## src/design/assert_macros.svh

```systemverilog
`ifndef ASSERT_MACROS_SVH
`define ASSERT_MACROS_SVH

// Same-cycle implication, sampled on clk, off while rst_n is low.
`define IBFR_ASSERT_IMP(lbl, ante, cons, msg) \
  lbl: assert property (@(posedge clk) disable iff (!rst_n) (ante) |-> (cons)) else $error(msg);

// Next-cycle implication, sampled on clk, off while rst_n is low.
`define IBFR_ASSERT_NXT(lbl, ante, cons, msg) \
  lbl: assert property (@(posedge clk) disable iff (!rst_n) (ante) |=> (cons)) else $error(msg);

`endif

```

## src/design/ibfr_pkg.sv

```systemverilog
`timescale 1ns / 1ps

package ibfr_pkg;

  localparam int FRAME_BYTES    = 32;
  localparam int BASIC_CHANNELS = 14;
  localparam int TOTAL_CHANNELS = 18;
  localparam int FIRST_PAIR     = 2;
  // two reads per basic channel, three per extended channel
  localparam int EMIT_OPS = 2 * BASIC_CHANNELS + 3 * (TOTAL_CHANNELS - BASIC_CHANNELS);

  localparam logic [15:0] CHK_SEED = 16'hFFFF;
  localparam logic [15:0] GAP_RST  = 16'd500;
  localparam logic [4:0]  TEL_RST  = 5'd4;

  // register indexes
  localparam logic REG_GAP = 1'b0;
  localparam logic REG_TEL = 1'b1;

  // emission step kinds
  localparam logic [2:0] OP_BLO = 3'd0;  // basic low byte
  localparam logic [2:0] OP_BHI = 3'd1;  // basic high nibble, emits
  localparam logic [2:0] OP_XN0 = 3'd2;  // extended nibble 0
  localparam logic [2:0] OP_XN1 = 3'd3;  // extended nibble 1
  localparam logic [2:0] OP_XN2 = 3'd4;  // extended nibble 2, emits

  typedef struct packed {
    logic [4:0] addr;
    logic [2:0] kind;
    logic [4:0] ch;
  } emit_op_t;

  typedef struct packed {
    logic       intake;
    logic       rd_en;
    logic [4:0] rd_addr;
    logic       rd_chk;
    logic       emit_step;
    logic [2:0] emit_kind;
    logic [4:0] emit_ch;
  } cmd_t;

  typedef struct packed {
    logic       frame_go;
    logic [4:0] len_m1;
    logic       chk_ok;
    logic       out_busy;
  } stat_t;

  // Read schedule for decoding: buffer address, step kind and channel per step.
  function automatic emit_op_t emit_op(input logic [5:0] e);
    emit_op_t   op;
    logic [5:0] j;
    logic [5:0] grp;
    logic [5:0] rem;
    op  = '0;
    j   = e - 6'(2 * BASIC_CHANNELS);
    grp = 6'd0;
    if (j >= 6'd9) begin
      grp = 6'd3;
    end else if (j >= 6'd6) begin
      grp = 6'd2;
    end else if (j >= 6'd3) begin
      grp = 6'd1;
    end
    rem = 6'(j - grp * 6'd3);
    if (e < 6'(2 * BASIC_CHANNELS)) begin
      op.addr = 5'(FIRST_PAIR + int'(e));
      op.kind = e[0] ? OP_BHI : OP_BLO;
      op.ch   = 5'(e >> 1);
    end else begin
      op.addr = 5'(FIRST_PAIR + 1 + 6 * int'(grp) + 2 * int'(rem));
      op.kind = (rem == 6'd0) ? OP_XN0 : ((rem == 6'd1) ? OP_XN1 : OP_XN2);
      op.ch   = 5'(BASIC_CHANNELS + int'(grp));
    end
    return op;
  endfunction

endpackage

```

## src/design/ibfr_dp.sv

```systemverilog
`timescale 1ns / 1ps

module ibfr_dp (
  input  logic             clk,
  input  logic             rst_n,
  input  logic             in_tvalid,
  input  logic [39:0]      in_tdata,
  input  logic [15:0]      frame_gap,
  input  logic [4:0]       tel_len,
  input  ibfr_pkg::cmd_t   cmd,
  output ibfr_pkg::stat_t  st,
  input  logic             out_tready,
  output logic             out_tvalid,
  output logic [23:0]      out_tdata,
  output logic             out_tlast
);

  logic [7:0]  mem [ibfr_pkg::FRAME_BYTES];
  logic [ibfr_pkg::FRAME_BYTES-1:0] vld_r;

  logic [31:0] last_time_r;
  logic [4:0]  pos_r, pos_nxt, pos_eff;
  logic [5:0]  fl_r, fl_nxt, fl_eff;

  logic [7:0]  byte_w;
  logic [31:0] now_w, gap_w;
  logic        take, gap_hit, is_start, len_ok, drop, done;

  logic [7:0]  rdata_r;
  logic        chk_dv_r;
  logic [4:0]  chk_idx_r;
  logic [15:0] sum_r;
  logic [7:0]  lo_r;

  logic [7:0]  acc_r;
  logic        emit_fire;
  logic [11:0] value_w;
  logic        out_valid_r, out_last_r;
  logic [4:0]  out_idx_r;
  logic [11:0] out_val_r;

  // byte intake
  assign byte_w   = in_tdata[7:0];
  assign now_w    = in_tdata[39:8];
  assign take     = in_tvalid && cmd.intake;
  assign gap_w    = now_w - last_time_r;
  assign gap_hit  = gap_w > {16'd0, frame_gap};
  assign pos_eff  = gap_hit ? 5'd0 : pos_r;
  assign is_start = (pos_eff == 5'd0);
  assign len_ok   = (byte_w == {3'd0, tel_len}) || (byte_w == 8'(ibfr_pkg::FRAME_BYTES));
  assign drop     = is_start && !len_ok;
  assign fl_eff   = is_start ? byte_w[5:0] : fl_r;
  assign done     = !drop && (fl_eff != 6'd0) && ({1'b0, pos_eff} == fl_eff - 6'd1);
  assign pos_nxt  = drop ? pos_eff : (done ? 5'd0 : pos_eff + 5'd1);
  assign fl_nxt   = drop ? fl_r : fl_eff;

  always_ff @(posedge clk) begin
    if (!rst_n) begin
      last_time_r <= '0;
      pos_r       <= '0;
      fl_r        <= '0;
      vld_r       <= '0;
    end else if (take) begin
      last_time_r <= now_w;
      pos_r       <= pos_nxt;
      fl_r        <= fl_nxt;
      if (!drop) begin
        vld_r[pos_eff] <= 1'b1;
      end
    end
  end

  // frame buffer, unwritten entries read as zero
  always_ff @(posedge clk) begin
    if (take && !drop) begin
      mem[pos_eff] <= byte_w;
    end
    if (cmd.rd_en) begin
      rdata_r <= vld_r[cmd.rd_addr] ? mem[cmd.rd_addr] : 8'd0;
    end
  end

  // checksum accumulate, one byte per cycle behind the read
  always_ff @(posedge clk) begin
    if (!rst_n) begin
      chk_dv_r <= 1'b0;
    end else begin
      chk_dv_r <= cmd.rd_en && cmd.rd_chk;
    end
  end

  always_ff @(posedge clk) begin
    chk_idx_r <= cmd.rd_addr;
    if (take && st.frame_go) begin
      sum_r <= ibfr_pkg::CHK_SEED;
    end else if (chk_dv_r) begin
      if ({1'b0, chk_idx_r} < fl_r - 6'd2) begin
        sum_r <= sum_r - {8'd0, rdata_r};
      end else if ({1'b0, chk_idx_r} == fl_r - 6'd2) begin
        lo_r <= rdata_r;
      end
    end
  end

  // channel assembly
  assign emit_fire = cmd.emit_step &&
                     (cmd.emit_kind == ibfr_pkg::OP_BHI || cmd.emit_kind == ibfr_pkg::OP_XN2);

  always_comb begin
    case (cmd.emit_kind)
      ibfr_pkg::OP_BHI: value_w = {rdata_r[3:0], acc_r};
      default:          value_w = {rdata_r[7:4], acc_r};
    endcase
  end

  always_ff @(posedge clk) begin
    if (cmd.emit_step) begin
      case (cmd.emit_kind)
        ibfr_pkg::OP_BLO: acc_r      <= rdata_r;
        ibfr_pkg::OP_XN0: acc_r[3:0] <= rdata_r[7:4];
        ibfr_pkg::OP_XN1: acc_r[7:4] <= rdata_r[7:4];
        default:          acc_r      <= acc_r;
      endcase
    end
    if (emit_fire) begin
      out_idx_r  <= cmd.emit_ch;
      out_val_r  <= value_w;
      out_last_r <= (cmd.emit_ch == 5'(ibfr_pkg::TOTAL_CHANNELS - 1));
    end
  end

  always_ff @(posedge clk) begin
    if (!rst_n) begin
      out_valid_r <= 1'b0;
    end else if (emit_fire) begin
      out_valid_r <= 1'b1;
    end else if (out_tready) begin
      out_valid_r <= 1'b0;
    end
  end

  assign out_tvalid = out_valid_r;
  assign out_tdata  = {7'd0, out_val_r, out_idx_r};
  assign out_tlast  = out_last_r;

  assign st.frame_go = done && (fl_eff >= 6'd3);
  assign st.len_m1   = 5'(fl_r - 6'd1);
  assign st.chk_ok   = (sum_r[15:8] == rdata_r) && (sum_r[7:0] == lo_r);
  assign st.out_busy = out_valid_r && !out_tready;

endmodule

```

## src/design/ibfr_ctrl.sv

```systemverilog
`timescale 1ns / 1ps

module ibfr_ctrl (
  input  logic             clk,
  input  logic             rst_n,
  input  logic             in_tvalid,
  input  ibfr_pkg::stat_t  st,
  output ibfr_pkg::cmd_t   cmd
);

  localparam logic [2:0] S_IDLE   = 3'd0;
  localparam logic [2:0] S_CHK    = 3'd1;
  localparam logic [2:0] S_CHKEND = 3'd2;
  localparam logic [2:0] S_EISS   = 3'd3;
  localparam logic [2:0] S_EDAT   = 3'd4;

  logic [2:0] state_r, state_nxt;
  logic [5:0] cnt_r, cnt_nxt;
  ibfr_pkg::emit_op_t op_w;
  logic       op_emits;

  assign op_w     = ibfr_pkg::emit_op(cnt_r);
  assign op_emits = (op_w.kind == ibfr_pkg::OP_BHI) || (op_w.kind == ibfr_pkg::OP_XN2);

  always_comb begin
    state_nxt = state_r;
    cnt_nxt   = cnt_r;
    cmd       = '0;
    case (state_r)
      S_IDLE: begin
        cmd.intake = 1'b1;
        if (in_tvalid && st.frame_go) begin
          state_nxt = S_CHK;
          cnt_nxt   = 6'd0;
        end
      end
      S_CHK: begin
        cmd.rd_en   = 1'b1;
        cmd.rd_chk  = 1'b1;
        cmd.rd_addr = cnt_r[4:0];
        if (cnt_r[4:0] == st.len_m1) begin
          state_nxt = S_CHKEND;
        end else begin
          cnt_nxt = cnt_r + 6'd1;
        end
      end
      S_CHKEND: begin
        cnt_nxt   = 6'd0;
        state_nxt = st.chk_ok ? S_EISS : S_IDLE;
      end
      S_EISS: begin
        cmd.rd_en   = 1'b1;
        cmd.rd_addr = op_w.addr;
        state_nxt   = S_EDAT;
      end
      S_EDAT: begin
        cmd.emit_kind = op_w.kind;
        cmd.emit_ch   = op_w.ch;
        if (!(op_emits && st.out_busy)) begin
          cmd.emit_step = 1'b1;
          if (cnt_r == 6'(ibfr_pkg::EMIT_OPS - 1)) begin
            state_nxt = S_IDLE;
          end else begin
            cnt_nxt   = cnt_r + 6'd1;
            state_nxt = S_EISS;
          end
        end
      end
      default: begin
        state_nxt = S_IDLE;
      end
    endcase
  end

  always_ff @(posedge clk) begin
    if (!rst_n) begin
      state_r <= S_IDLE;
      cnt_r   <= '0;
    end else begin
      state_r <= state_nxt;
      cnt_r   <= cnt_nxt;
    end
  end

endmodule

```

## src/design/ibus_frame_receiver.sv

```systemverilog
`timescale 1ns / 1ps
// Serial RC frame receiver. Each input request carries one received byte and its
// 32-bit microsecond arrival time. A gap above frame_gap_us since the previous byte
// restarts framing. A frame opens with its length byte, which must equal either
// telemetry_length or 32; other opening bytes are dropped. Bytes go into a 32-entry
// buffer that starts all zero after reset and is never cleared between frames, so a
// short frame decodes stale bytes past its end. On the last byte the checksum
// (0xFFFF minus all bytes but the last two) is checked against the last two bytes,
// low byte first; on a match 18 result requests follow: 14 twelve-bit channels from
// byte pairs at byte 2 onward, then 4 channels built from high nibbles, the last one
// marked with tlast. A byte that does not end a frame leaves the input open for the
// next byte. A byte that ends a frame of at least 3 bytes holds the input while the
// checksum walks the buffer one byte per cycle over its single read port; a failing
// frame then reopens the input, and a passing one holds it further while decoding
// reads each of 40 buffer entries in S_EISS and uses it in S_EDAT, waiting there
// when a channel is due while the output side stalls. The output register lets the
// next byte be taken while the final channel is still waiting.
// Registers (APB, 4-byte stride): 0x0 frame_gap_us [15:0] reset 500,
// 0x4 telemetry_length [4:0] reset 4.

`include "assert_macros.svh"

module ibus_frame_receiver (
  input  logic        clk,
  input  logic        rst_n,
  // input stream
  input  logic        in_tvalid,
  output logic        in_tready,
  input  logic [39:0] in_tdata,   // [7:0] rx_byte, [39:8] time_us
  // result stream
  output logic        out_tvalid,
  input  logic        out_tready,
  output logic [23:0] out_tdata,  // [4:0] channel_index, [16:5] channel_value, rest zero
  output logic        out_tlast,  // last_channel
  // configuration
  input  logic        cfg_psel,
  input  logic        cfg_penable,
  input  logic        cfg_pwrite,
  input  logic [2:0]  cfg_paddr,
  input  logic [31:0] cfg_pwdata,
  output logic [31:0] cfg_prdata,
  output logic        cfg_pready
);

  ibfr_pkg::cmd_t  cmd;
  ibfr_pkg::stat_t st;

  logic [15:0] frame_gap_r;
  logic [4:0]  tel_len_r;
  logic        cfg_wr;

  // config registers; the low address bits are ignored
  assign cfg_pready = 1'b1;
  assign cfg_wr     = cfg_psel && cfg_penable && cfg_pwrite && cfg_pready;

  always_ff @(posedge clk) begin
    if (!rst_n) begin
      frame_gap_r <= ibfr_pkg::GAP_RST;
      tel_len_r   <= ibfr_pkg::TEL_RST;
    end else if (cfg_wr) begin
      case (cfg_paddr[2])
        ibfr_pkg::REG_GAP: frame_gap_r <= cfg_pwdata[15:0];
        ibfr_pkg::REG_TEL: tel_len_r   <= cfg_pwdata[4:0];
        default: begin
          frame_gap_r <= frame_gap_r;
        end
      endcase
    end
  end

  always_comb begin
    case (cfg_paddr[2])
      ibfr_pkg::REG_GAP: cfg_prdata = {16'd0, frame_gap_r};
      ibfr_pkg::REG_TEL: cfg_prdata = {27'd0, tel_len_r};
      default:           cfg_prdata = 32'd0;
    endcase
  end

  // input is taken only while the sequencer is idle
  assign in_tready = cmd.intake;

  ibfr_ctrl u_ctrl (
    .clk       (clk),
    .rst_n     (rst_n),
    .in_tvalid (in_tvalid),
    .st        (st),
    .cmd       (cmd)
  );

  ibfr_dp u_dp (
    .clk        (clk),
    .rst_n      (rst_n),
    .in_tvalid  (in_tvalid),
    .in_tdata   (in_tdata),
    .frame_gap  (frame_gap_r),
    .tel_len    (tel_len_r),
    .cmd        (cmd),
    .st         (st),
    .out_tready (out_tready),
    .out_tvalid (out_tvalid),
    .out_tdata  (out_tdata),
    .out_tlast  (out_tlast)
  );

  // buffer reads never overlap byte intake
  `IBFR_ASSERT_IMP(a_rd_excl_intake, cmd.rd_en, !cmd.intake, "buffer read while taking bytes")
  // a decoded channel never overwrites a result still held
  `IBFR_ASSERT_IMP(a_no_overwrite, cmd.emit_step && (cmd.emit_kind == ibfr_pkg::OP_BHI || cmd.emit_kind == ibfr_pkg::OP_XN2), !st.out_busy, "result overwritten")
  // tlast only on the final channel
  `IBFR_ASSERT_IMP(a_last_index, out_tvalid && out_tlast, out_tdata[4:0] == 5'(ibfr_pkg::TOTAL_CHANNELS - 1), "tlast on wrong channel")
  // a completed frame stops intake for the checksum walk
  `IBFR_ASSERT_NXT(a_busy_after_frame, in_tvalid && in_tready && st.frame_go, !in_tready, "intake open after frame end")

endmodule
```

## config.mk

```make
export PLATFORM = sky130hd
export DESIGN_NAME = ibus_frame_receiver
export DESIGN_NICKNAME = d
export VERILOG_FILES = /design/src/design/ibfr_pkg.sv /design/src/design/ibfr_dp.sv /design/src/design/ibfr_ctrl.sv /design/src/design/ibus_frame_receiver.sv
export VERILOG_INCLUDE_DIRS = /design/src /design/src/design
export SDC_FILE = /design/constraint.sdc
export NUM_CORES = 1
export LEC_CHECK = 0
export BUFFER_PORTS_ARGS = -buffer_cell sky130_fd_sc_hd__buf_2
export CAP_MARGIN = 20
export CORE_AREA = 2 2 200 202
export CTS_BUF_LIST = sky130_fd_sc_hd__clkbuf_2 sky130_fd_sc_hd__clkbuf_4 sky130_fd_sc_hd__clkbuf_8
export DETAILED_ROUTE_END_ITERATION = 6
export DIE_AREA = 0 0 202 204
export GPL_TIMING_DRIVEN = 0
export PLACE_DENSITY = 0.74
export SYNTH_ARGS = -nofsm -noshare
export SYNTH_HDL_FRONTEND = slang
export SYNTH_SLANG_ARGS = --single-unit
```

## constraint.sdc

```tcl
create_clock -name clk -period 13.15 [get_ports clk]
set_input_delay 2.63 -clock clk [delete_from_list [all_inputs] [get_ports clk]]
set_output_delay 2.63 -clock clk [all_outputs]
set_load 0.02 [all_outputs]
```

==> metrics.md, run 1 <==
| Metric | Value |
|---|---|
| RR Endpoint | `u_dp.lo_r[1]` |
| Clock latency on the worst-skew pair | `630 ps` |
| Post-route ant nets | `0` |
| Max IR drop VDD | `0.08199 mV` |
| WHS | `416.4 ps` |
| Antenna violations before repair | `0` |
| Worst R2R Setup Slack | `4120 ps` |
| Remaining global-route overflow | `0` |
| Post-DP HPWL | `40,630 µm` |
| R2R Path Start | `u_dp.last_time_r[0]` |
| Synth Area per Inst | `9.725 µm²` |
| YS warnings | `0` |
| Chip Height | `204 µm` |
| Kind of end point of the critical path | `flop` |
| Min-Delay Path Class | `flop to flop` |
| Core Footprint | `39,180 µm²` |
| Critical path launch point type | `primary input` |
| Worst R2R Path Depth | `31` |
| Design Area, Final | `24,340 µm²` |
| PwrDens | `121.9 nW/µm²` |
| Worst Tran Pin Value | `1071 ps` |
| Setup TNS | `0 ps` |
| Max incr delay on CP | `740 ps` |
| Worst slew margin | `0.2815` |
| Bufs on Longest Clock Path | `3` |
| Leak pwr | `9.342 nW` |
| Setup CP Type | `primary input to flop` |
| First-pass GRT wire length | `89,250 µm` |
| Number of buffers created by CTS | `72` |
| Slowest-stage cell, CP | `nor4b_2` |
| Hold-fix buffers at CTS | `0` |
| Io pins | `142` |
| List of most frequent post-synthesis cells | `483 x nand2_1, 298 x edfxtp_1, 186 x nor2_1` |
| Vias/cell | `5.830` |
| Via Count | `17,478` |
| Area contributors post-synth | `edfxtp_1 42%, dfxtp_1 12%, nand2_1 8.4%, ha_1 5.2%, a21oi_1 3.3%` |
| Clk root buf | `clkbuf_8` |
| Routed WL | `56,880 µm` |
| Largest net degree at the start of global routing | `39` |
| Post-CTS setup buffers | `0` |
| PortBufs | `98` |
| CTS sink cnt | `426` |
| Max_cap viols | `0` |
| DRC Markers | `0` |
| Most used cell, CP | `ha_1` |
| CP max FO | `10` |
| CP startpoint | `in_tdata[8]` |
| Yosys reg bits | `426` |
| Post-synth EDFFs | `298` |
| Post-synthesis sequential area ratio | `0.5346` |
| FMAX | `91.83 MHz` |
| CTS tree | `done` |
| Area growth syn-to-layout | `13.03%` |
| Run status | `finished, final reports clean` |
| Most numerous cell in the Yosys netlist | `nand2_1` |
| Fin crit share | `0.8281` |
| DRT Pass-1 Iters | `6` |
| Share of cells above drive strength 1 | `0.1197` |
| Post-synth top flop | `edfxtp_1` |
| Worst Path Required | `13,390 ps` |
| Worst clock skew | `28.20 ps` |
| Avg WL per Cell | `18.97 µm` |
| Cells after synthesis | `2,214` |
| Slew Viols, Final | `0` |
| H-tree lvl count | `3` |
| Netlist Area Pre-Place | `21,530 µm²` |
| DIE WIDTH | `202 µm` |
| Share of flip-flops with an asynchronous set or reset | `0` |
| Antenna cells | `0` |
| Register clock-pin slew on the reported worst setup and hold paths | `60 ps` |
| Final Net Count | `2,591` |
| DRT iter0 DRCs | `1,838` |
| Power, Total | `2.967 mW` |
| Count of cell types in the netlist | `82` |
| Post-synth top area share | `0.4156` |
| Die area | `41,210 µm²` |
| Placement Rows | `73` |
| Post-cts repair resize count | `0` |
| Vias in the first global route | `16,855` |
| Worst Setup EP | `u_dp.lo_r[1]` |
| Critical Path AT | `11,130 ps` |
| Initial Utilization | `0.5495` |
| Total track usage | `0.2750` |
| GP Congestion | `0.9575` |
| Synth area leader | `edfxtp_1` |
| RSZ-0062 raised after global routing | `false` |
| Final min period | `10,890 ps` |
| Final setup viols | `0` |
| Final Hold Fails | `0` |
| Post-place instance area | `22,820 µm²` |
[placed cells by master (no fill, tap or decap), types with 14 or more instances in the layout]
master    count
nand4_1      23
nand3_1      31
clkbuf_1    111
nand2b_1     14
buf_4        25
nor2_1      186
nor3_1       30
nand2_1     483
mux2i_1      17
o21ai_0      53
ha_1         90
clkbuf_8     86
a31oi_1      45
a21oi_1     141
edfxtp_1    298
inv_1        98
conb_1       24
buf_2       110
o211ai_1     17
clkbuf_4     33
xnor2_1      40
xor2_1       34
dfxtp_1     128
o21a_1       14
a21o_1       22
a311oi_1     38
a211oi_1     35
and3_1       80
[registers in the layout, summed over array words and instances (netlist names), 3 cells and up]
signal            cells
u_dp.pos_r            5
u_dp.out_val_r       12
u_dp.out_idx_r        5
u_dp.rdata_r          8
frame_gap_r          16
u_dp.vld_r           32
u_dp.chk_idx_r        5
u_ctrl.cnt_r          6
u_ctrl.state_r        3
u_dp.mem            256
u_dp.lo_r             8
u_dp.fl_r             6
u_dp.sum_r           16
tel_len_r             5
u_dp.last_time_r     32
u_dp.acc_r            8
[worst min path at each step]
stage                             start                end  slack, ps  cells after the start
after floorplan           u_dp.acc_r[0]  u_dp.out_val_r[0]        400                      0
after global placement    u_dp.acc_r[0]  u_dp.out_val_r[0]        400                      0
after detailed placement  u_dp.acc_r[1]  u_dp.out_val_r[1]        400                      0
after CTS                 u_dp.acc_r[1]  u_dp.out_val_r[1]        420                      0
after global routing      u_dp.acc_r[7]  u_dp.out_val_r[7]        420                      0
final                     u_dp.acc_r[1]  u_dp.out_val_r[1]        420                      0
[stage by stage]
step                      worst slack (ps)  cells  utilization
after floorplan                       2945   2236            -
after global placement                1403   2859       0.5809
after detailed placement              1778   2866       0.5825
after CTS                             2382   2998       0.6211
after global routing                  1624   2998       0.6211
final                                 2260   2998       0.6211
[cells by family after synthesis]
| group | synth area share |
|---|---|
| other cells | 0.0003488 |
| flops | 0.5346 |
| mux | 0.01052 |
| simple gates | 0.1876 |
| compound gates | 0.1324 |
| buf+inv | 0.04840 |
| fa+ha+maj | 0.05602 |
| xor+xnor | 0.03010 |
[worst max-delay path, delay by kind of cell]
kind | cells | cell delay [ps]
compound gates | 6 | 1930
mux | 2 | 530
buf+inv | 5 | 670
fa+ha+maj | 5 | 1360
simple gates | 14 | 3770
xor+xnor | 1 | 210
[final cells by class]
cell class,count,area (µm²)
fill,3211,14850
sequential,426,11510
multi-input combinational,1561,9072
clock buffer,119,1431
buffer,150,670.6
tap,525,656.9
timing repair buffer,105,540.5
inverter,99,371.6
clock inverter,13,83.83
[where the power goes]
| group | leakage (nW) | total [mW] | internal (mW) | switching (mW) |
|---|---|---|---|---|
| Clock | 0.814 | 1.22 | 0.690 | 0.532 |
| Combinational | 4.82 | 0.283 | 0.109 | 0.173 |
| Sequential | 3.70 | 1.46 | 1.45 | 0.0144 |
[metal layers]
layer  track usage  part of all wire  vias to the layer above
met5             0                 0                        -
met1        0.3669              0.42                     8343
met3       0.04289             0.082                      115
met2        0.4562              0.47                      783
met4        0.1014             0.029                        0
li1              -                 -                     8237
(Power assumes the default switching activity.)
==> inputs of run 2 (changes only) <==
PLACE_DENSITY = 0.77   (was 0.74)
clock period = 8.95 ns   (was 13.15 ns; I/O delays follow)
==> run 2 against run 1 <==
  * Critical path depth increased by 1
  * Non-clock buffer count increased by 3
  * Clock skew increased by 4.9 ps
  * Global-route usage increased by 0.22 points
  * Design area increased by 0.58%
  * Cell count about the same
  * Critical endpoint is now u_dp.lo_r[5]
==> metrics.md, run 2 (same netlist as run 1, synthesis figures left out) <==
| Metric | Value |
|---|---|
| Antenna cells | `0 (unchanged)` |
| DIE WIDTH | `202 µm (unchanged)` |
| PwrDens | `179.4 nW/µm² (was 121.9 nW/µm²)` |
| Register share of total power | `0.489 (was 0.493)` |
| Clock latency on the worst-skew pair | `640 ps (was 630 ps)` |
| Antenna violations before repair | `1 (was 0)` |
| CP max FO | `11 (was 10)` |
| Top reg by flops | `u_dp.mem (unchanged)` |
| Die area | `41,210 µm² (unchanged)` |
| Avg WL per Cell | `19.09 µm (was 18.97 µm)` |
| Max IR drop VDD | `0.1152 mV (was 0.08199 mV)` |
| Leak pwr | `9.358 nW (was 9.342 nW)` |
| Share of cells above drive strength 1 | `0.1205 (was 0.1197)` |
| Comb pwr share | `0.097 (was 0.095)` |
| DRT Pass-1 Iters | `6 (unchanged)` |
| Final setup viols | `0 (unchanged)` |
| Vias in the first global route | `16,948 (was 16,855)` |
| Setup CP Type | `primary input to flop (unchanged)` |
| Most frequent cells in the layout | `483 x nand2_1, 298 x edfxtp_1, 185 x nor2_1, 137 x a21oi_1, 128 x dfxtp_1 (was 483 x nand2_1, 298 x edfxtp_1, 186 x nor2_1, 141 x a21oi_1, 128 x dfxtp_1)` |
| Hold-fix buffers at CTS | `0 (unchanged)` |
| Clock power frac | `0.414 (was 0.412)` |
| Fin crit share | `0.9667` |
| GP Congestion | `0.9512 (was 0.9575)` |
| Clk root buf | `clkbuf_8 (unchanged)` |
| Io pins | `142 (unchanged)` |
| DRC Markers | `0 (unchanged)` |
| RR Endpoint | `u_dp.lo_r[5] (was u_dp.lo_r[1])` |
| Largest registers | `u_dp.mem x256, u_dp.last_time_r x32, u_dp.vld_r x32 (unchanged)` |
| Finished Core Util | `0.6247 (was 0.6211)` |
| Commonest non-fill, non-tap cell in the layout | `nand2_1 (unchanged)` |
| Hold Crit Depth | `0 (unchanged)` |
| Critical path launch point type | `primary input (unchanged)` |
| Net Sw Frac | `0.2452 (was 0.2427)` |
| Final Hold Fails | `0 (unchanged)` |
| Largest register FFs | `256 (unchanged)` |
| Worst hold start | `u_dp.acc_r[6] (was u_dp.acc_r[1])` |
| Worst Path Required | `9310 ps (was 13,390 ps)` |
| CTS tree | `done (unchanged)` |
| Post-place instance area | `22,820 µm² (about the same)` |
| Critical Path AT | `9010 ps (was 11,130 ps)` |
| Chip Height | `204 µm (unchanged)` |
| Area growth syn-to-layout | `13.69% (was 13.03%)` |
| Min-Delay Path Class | `flop to flop (unchanged)` |
| Max_cap viols | `0 (unchanged)` |
| Net Sw Power | `1.076 mW (was 720.0 µW)` |
| Worst R2R Setup Slack | `1260 ps (was 4120 ps)` |
| Routed WL | `57,260 µm (was 56,880 µm)` |
| Final min period | `8652 ps` |
| CTS sink cnt | `426 (unchanged)` |
| CP startpoint | `in_tdata[8] (unchanged)` |
| H-tree lvl count | `3 (unchanged)` |
| Worst R2R Path Depth | `32 (was 31)` |
| Design Area, Final | `24,480 µm² (was 24,340 µm²)` |
| Kind of end point of the critical path | `flop (unchanged)` |
| Largest net degree at the start of global routing | `39 (unchanged)` |
| Number of filler cells placed in the layout | `3,128 (was 3,211)` |
| R2R Path Start | `u_dp.last_time_r[4] (was u_dp.last_time_r[0])` |
| Worst Hold Endpoint | `u_dp.out_val_r[6] (was u_dp.out_val_r[1])` |
| Register clock-pin slew on the reported worst setup and hold paths | `60 ps (about the same)` |
| Total track usage | `0.2772 (was 0.2750)` |
| PortBufs | `98 (unchanged)` |
| Max incr delay on CP | `610 ps (was 740 ps)` |
| DRT iter0 DRCs | `1,803 (was 1,838)` |
| Run status | `finished, final reports clean (unchanged)` |
| Number of buffers created by CTS | `72 (unchanged)` |
| Slowest-stage cell, CP | `or4b_4 (was nor4b_2)` |
| Final Net Count | `2,594 (was 2,591)` |
| Via Count | `17,544 (was 17,478)` |
| Worst slew margin | `0.2499 (was 0.2815)` |
| FMAX | `115.6 MHz` |
| Worst Tran Pin Value | `1120 ps (was 1071 ps)` |
| Most used cell, CP | `nand4_1 (was ha_1)` |
| Vias/cell | `5.850 (was 5.830)` |
| Bufs on Longest Clock Path | `3 (unchanged)` |
| Worst clock skew | `33.15 ps (was 28.20 ps)` |
| Post-DP HPWL | `40,240 µm (was 40,630 µm)` |
| Post-route ant nets | `0 (unchanged)` |
| First-pass GRT wire length | `89,550 µm (was 89,250 µm)` |
| Core Footprint | `39,180 µm² (unchanged)` |
| P_int | `3.314 mW (was 2.247 mW)` |
| Slew Viols, Final | `0 (unchanged)` |
| Placement Rows | `73 (unchanged)` |
| Remaining global-route overflow | `0 (unchanged)` |
| Initial Utilization | `0.5495 (unchanged)` |
## run 2: critical path, delay by kind of cell
family / cells / cell delay, ps
AOI/OAI and AO/OA: 8 / 1600
xor gates and xnor gates: 2 / 340
adders and majority gates: 5 / 1330
buffers and inverters: 5 / 580
muxes: 1 / 340
and+or+nand+nor: 13 / 3010
## run 2: per-stage QoR
| stage | hold slack, ps | std cells | power [mW] | setup TNS, ps | worst slack [ps] |
|---|---|---|---|---|---|
| floorplan | 400.3 | 2236 | 2.473 | 0 | 48.87 |
| global placement | 403.4 | 2859 | 2.580 | -364080 | -1601 |
| detailed placement | 405.2 | 2864 | 2.596 | -386080 | -1529 |
| CTS | 418.2 | 2995 | 4.401 | 0 | 67.18 |
| global route | 422.0 | 2999 | 4.544 | -18.29 | -9.206 |
| finish | 416.6 | 2999 | 4.391 | 0 | 297.9 |
## run 2: how the worst max path moves through the flow
stage                      endpoint  slack (ps)  cells after the start
floorplan              u_dp.lo_r[0]          50                     32
global placement    u_dp.mem[11][0]       -1600                     28
detailed placement   u_dp.mem[8][1]       -1530                     29
CTS                    u_dp.lo_r[5]          70                     32
global route           u_dp.lo_r[5]          -9                     34
finish                 u_dp.lo_r[5]         300                     34
## run 2: power groups by stage
stage | Clock (mW) | Sequential, mW | Combinational [mW]
after floorplan | 0 | 2.18 | 0.291
after global placement | 0 | 2.19 | 0.393
after detailed placement | 0 | 2.19 | 0.409
after CTS | 1.84 | 2.15 | 0.414
after global routing | 1.93 | 2.15 | 0.471
final | 1.82 | 2.15 | 0.426
## run 2: area by class of cell
| class | instances | area, µm² | share of cell area |
|---|---|---|---|
| inverter | 99 | 371.6 | 0.01518 |
| tap | 525 | 656.9 | 0.02683 |
| buffer | 149 | 669.4 | 0.02734 |
| timing repair buffer | 109 | 570.5 | 0.02331 |
| clock inverter | 34 | 296.5 | 0.01211 |
| multi-input combinational | 1561 | 9201 | 0.3759 |
| clock buffer | 96 | 1202 | 0.04912 |
| sequential | 426 | 11510 | 0.4702 |
## run 2: timing repair
item                                    in CTS  in global routing
pin swaps                                    1                  7
endpoints found under the hold margin        0                  0
resized for setup                            7                 18
endpoints found under the setup margin     315                310
setup buffers                                2                  4
## run 2: per-layer routing
| metal | track usage | vias to the layer above | part of all wire |
|---|---|---|---|
| li1 | - | 8228 | - |
| met2 | 0.4556 | 780 | 0.47 |
| met5 | 0 | - | 0.00023 |
| met1 | 0.3655 | 8393 | 0.41 |
| met3 | 0.04592 | 141 | 0.079 |
| met4 | 0.1174 | 2 | 0.033 |
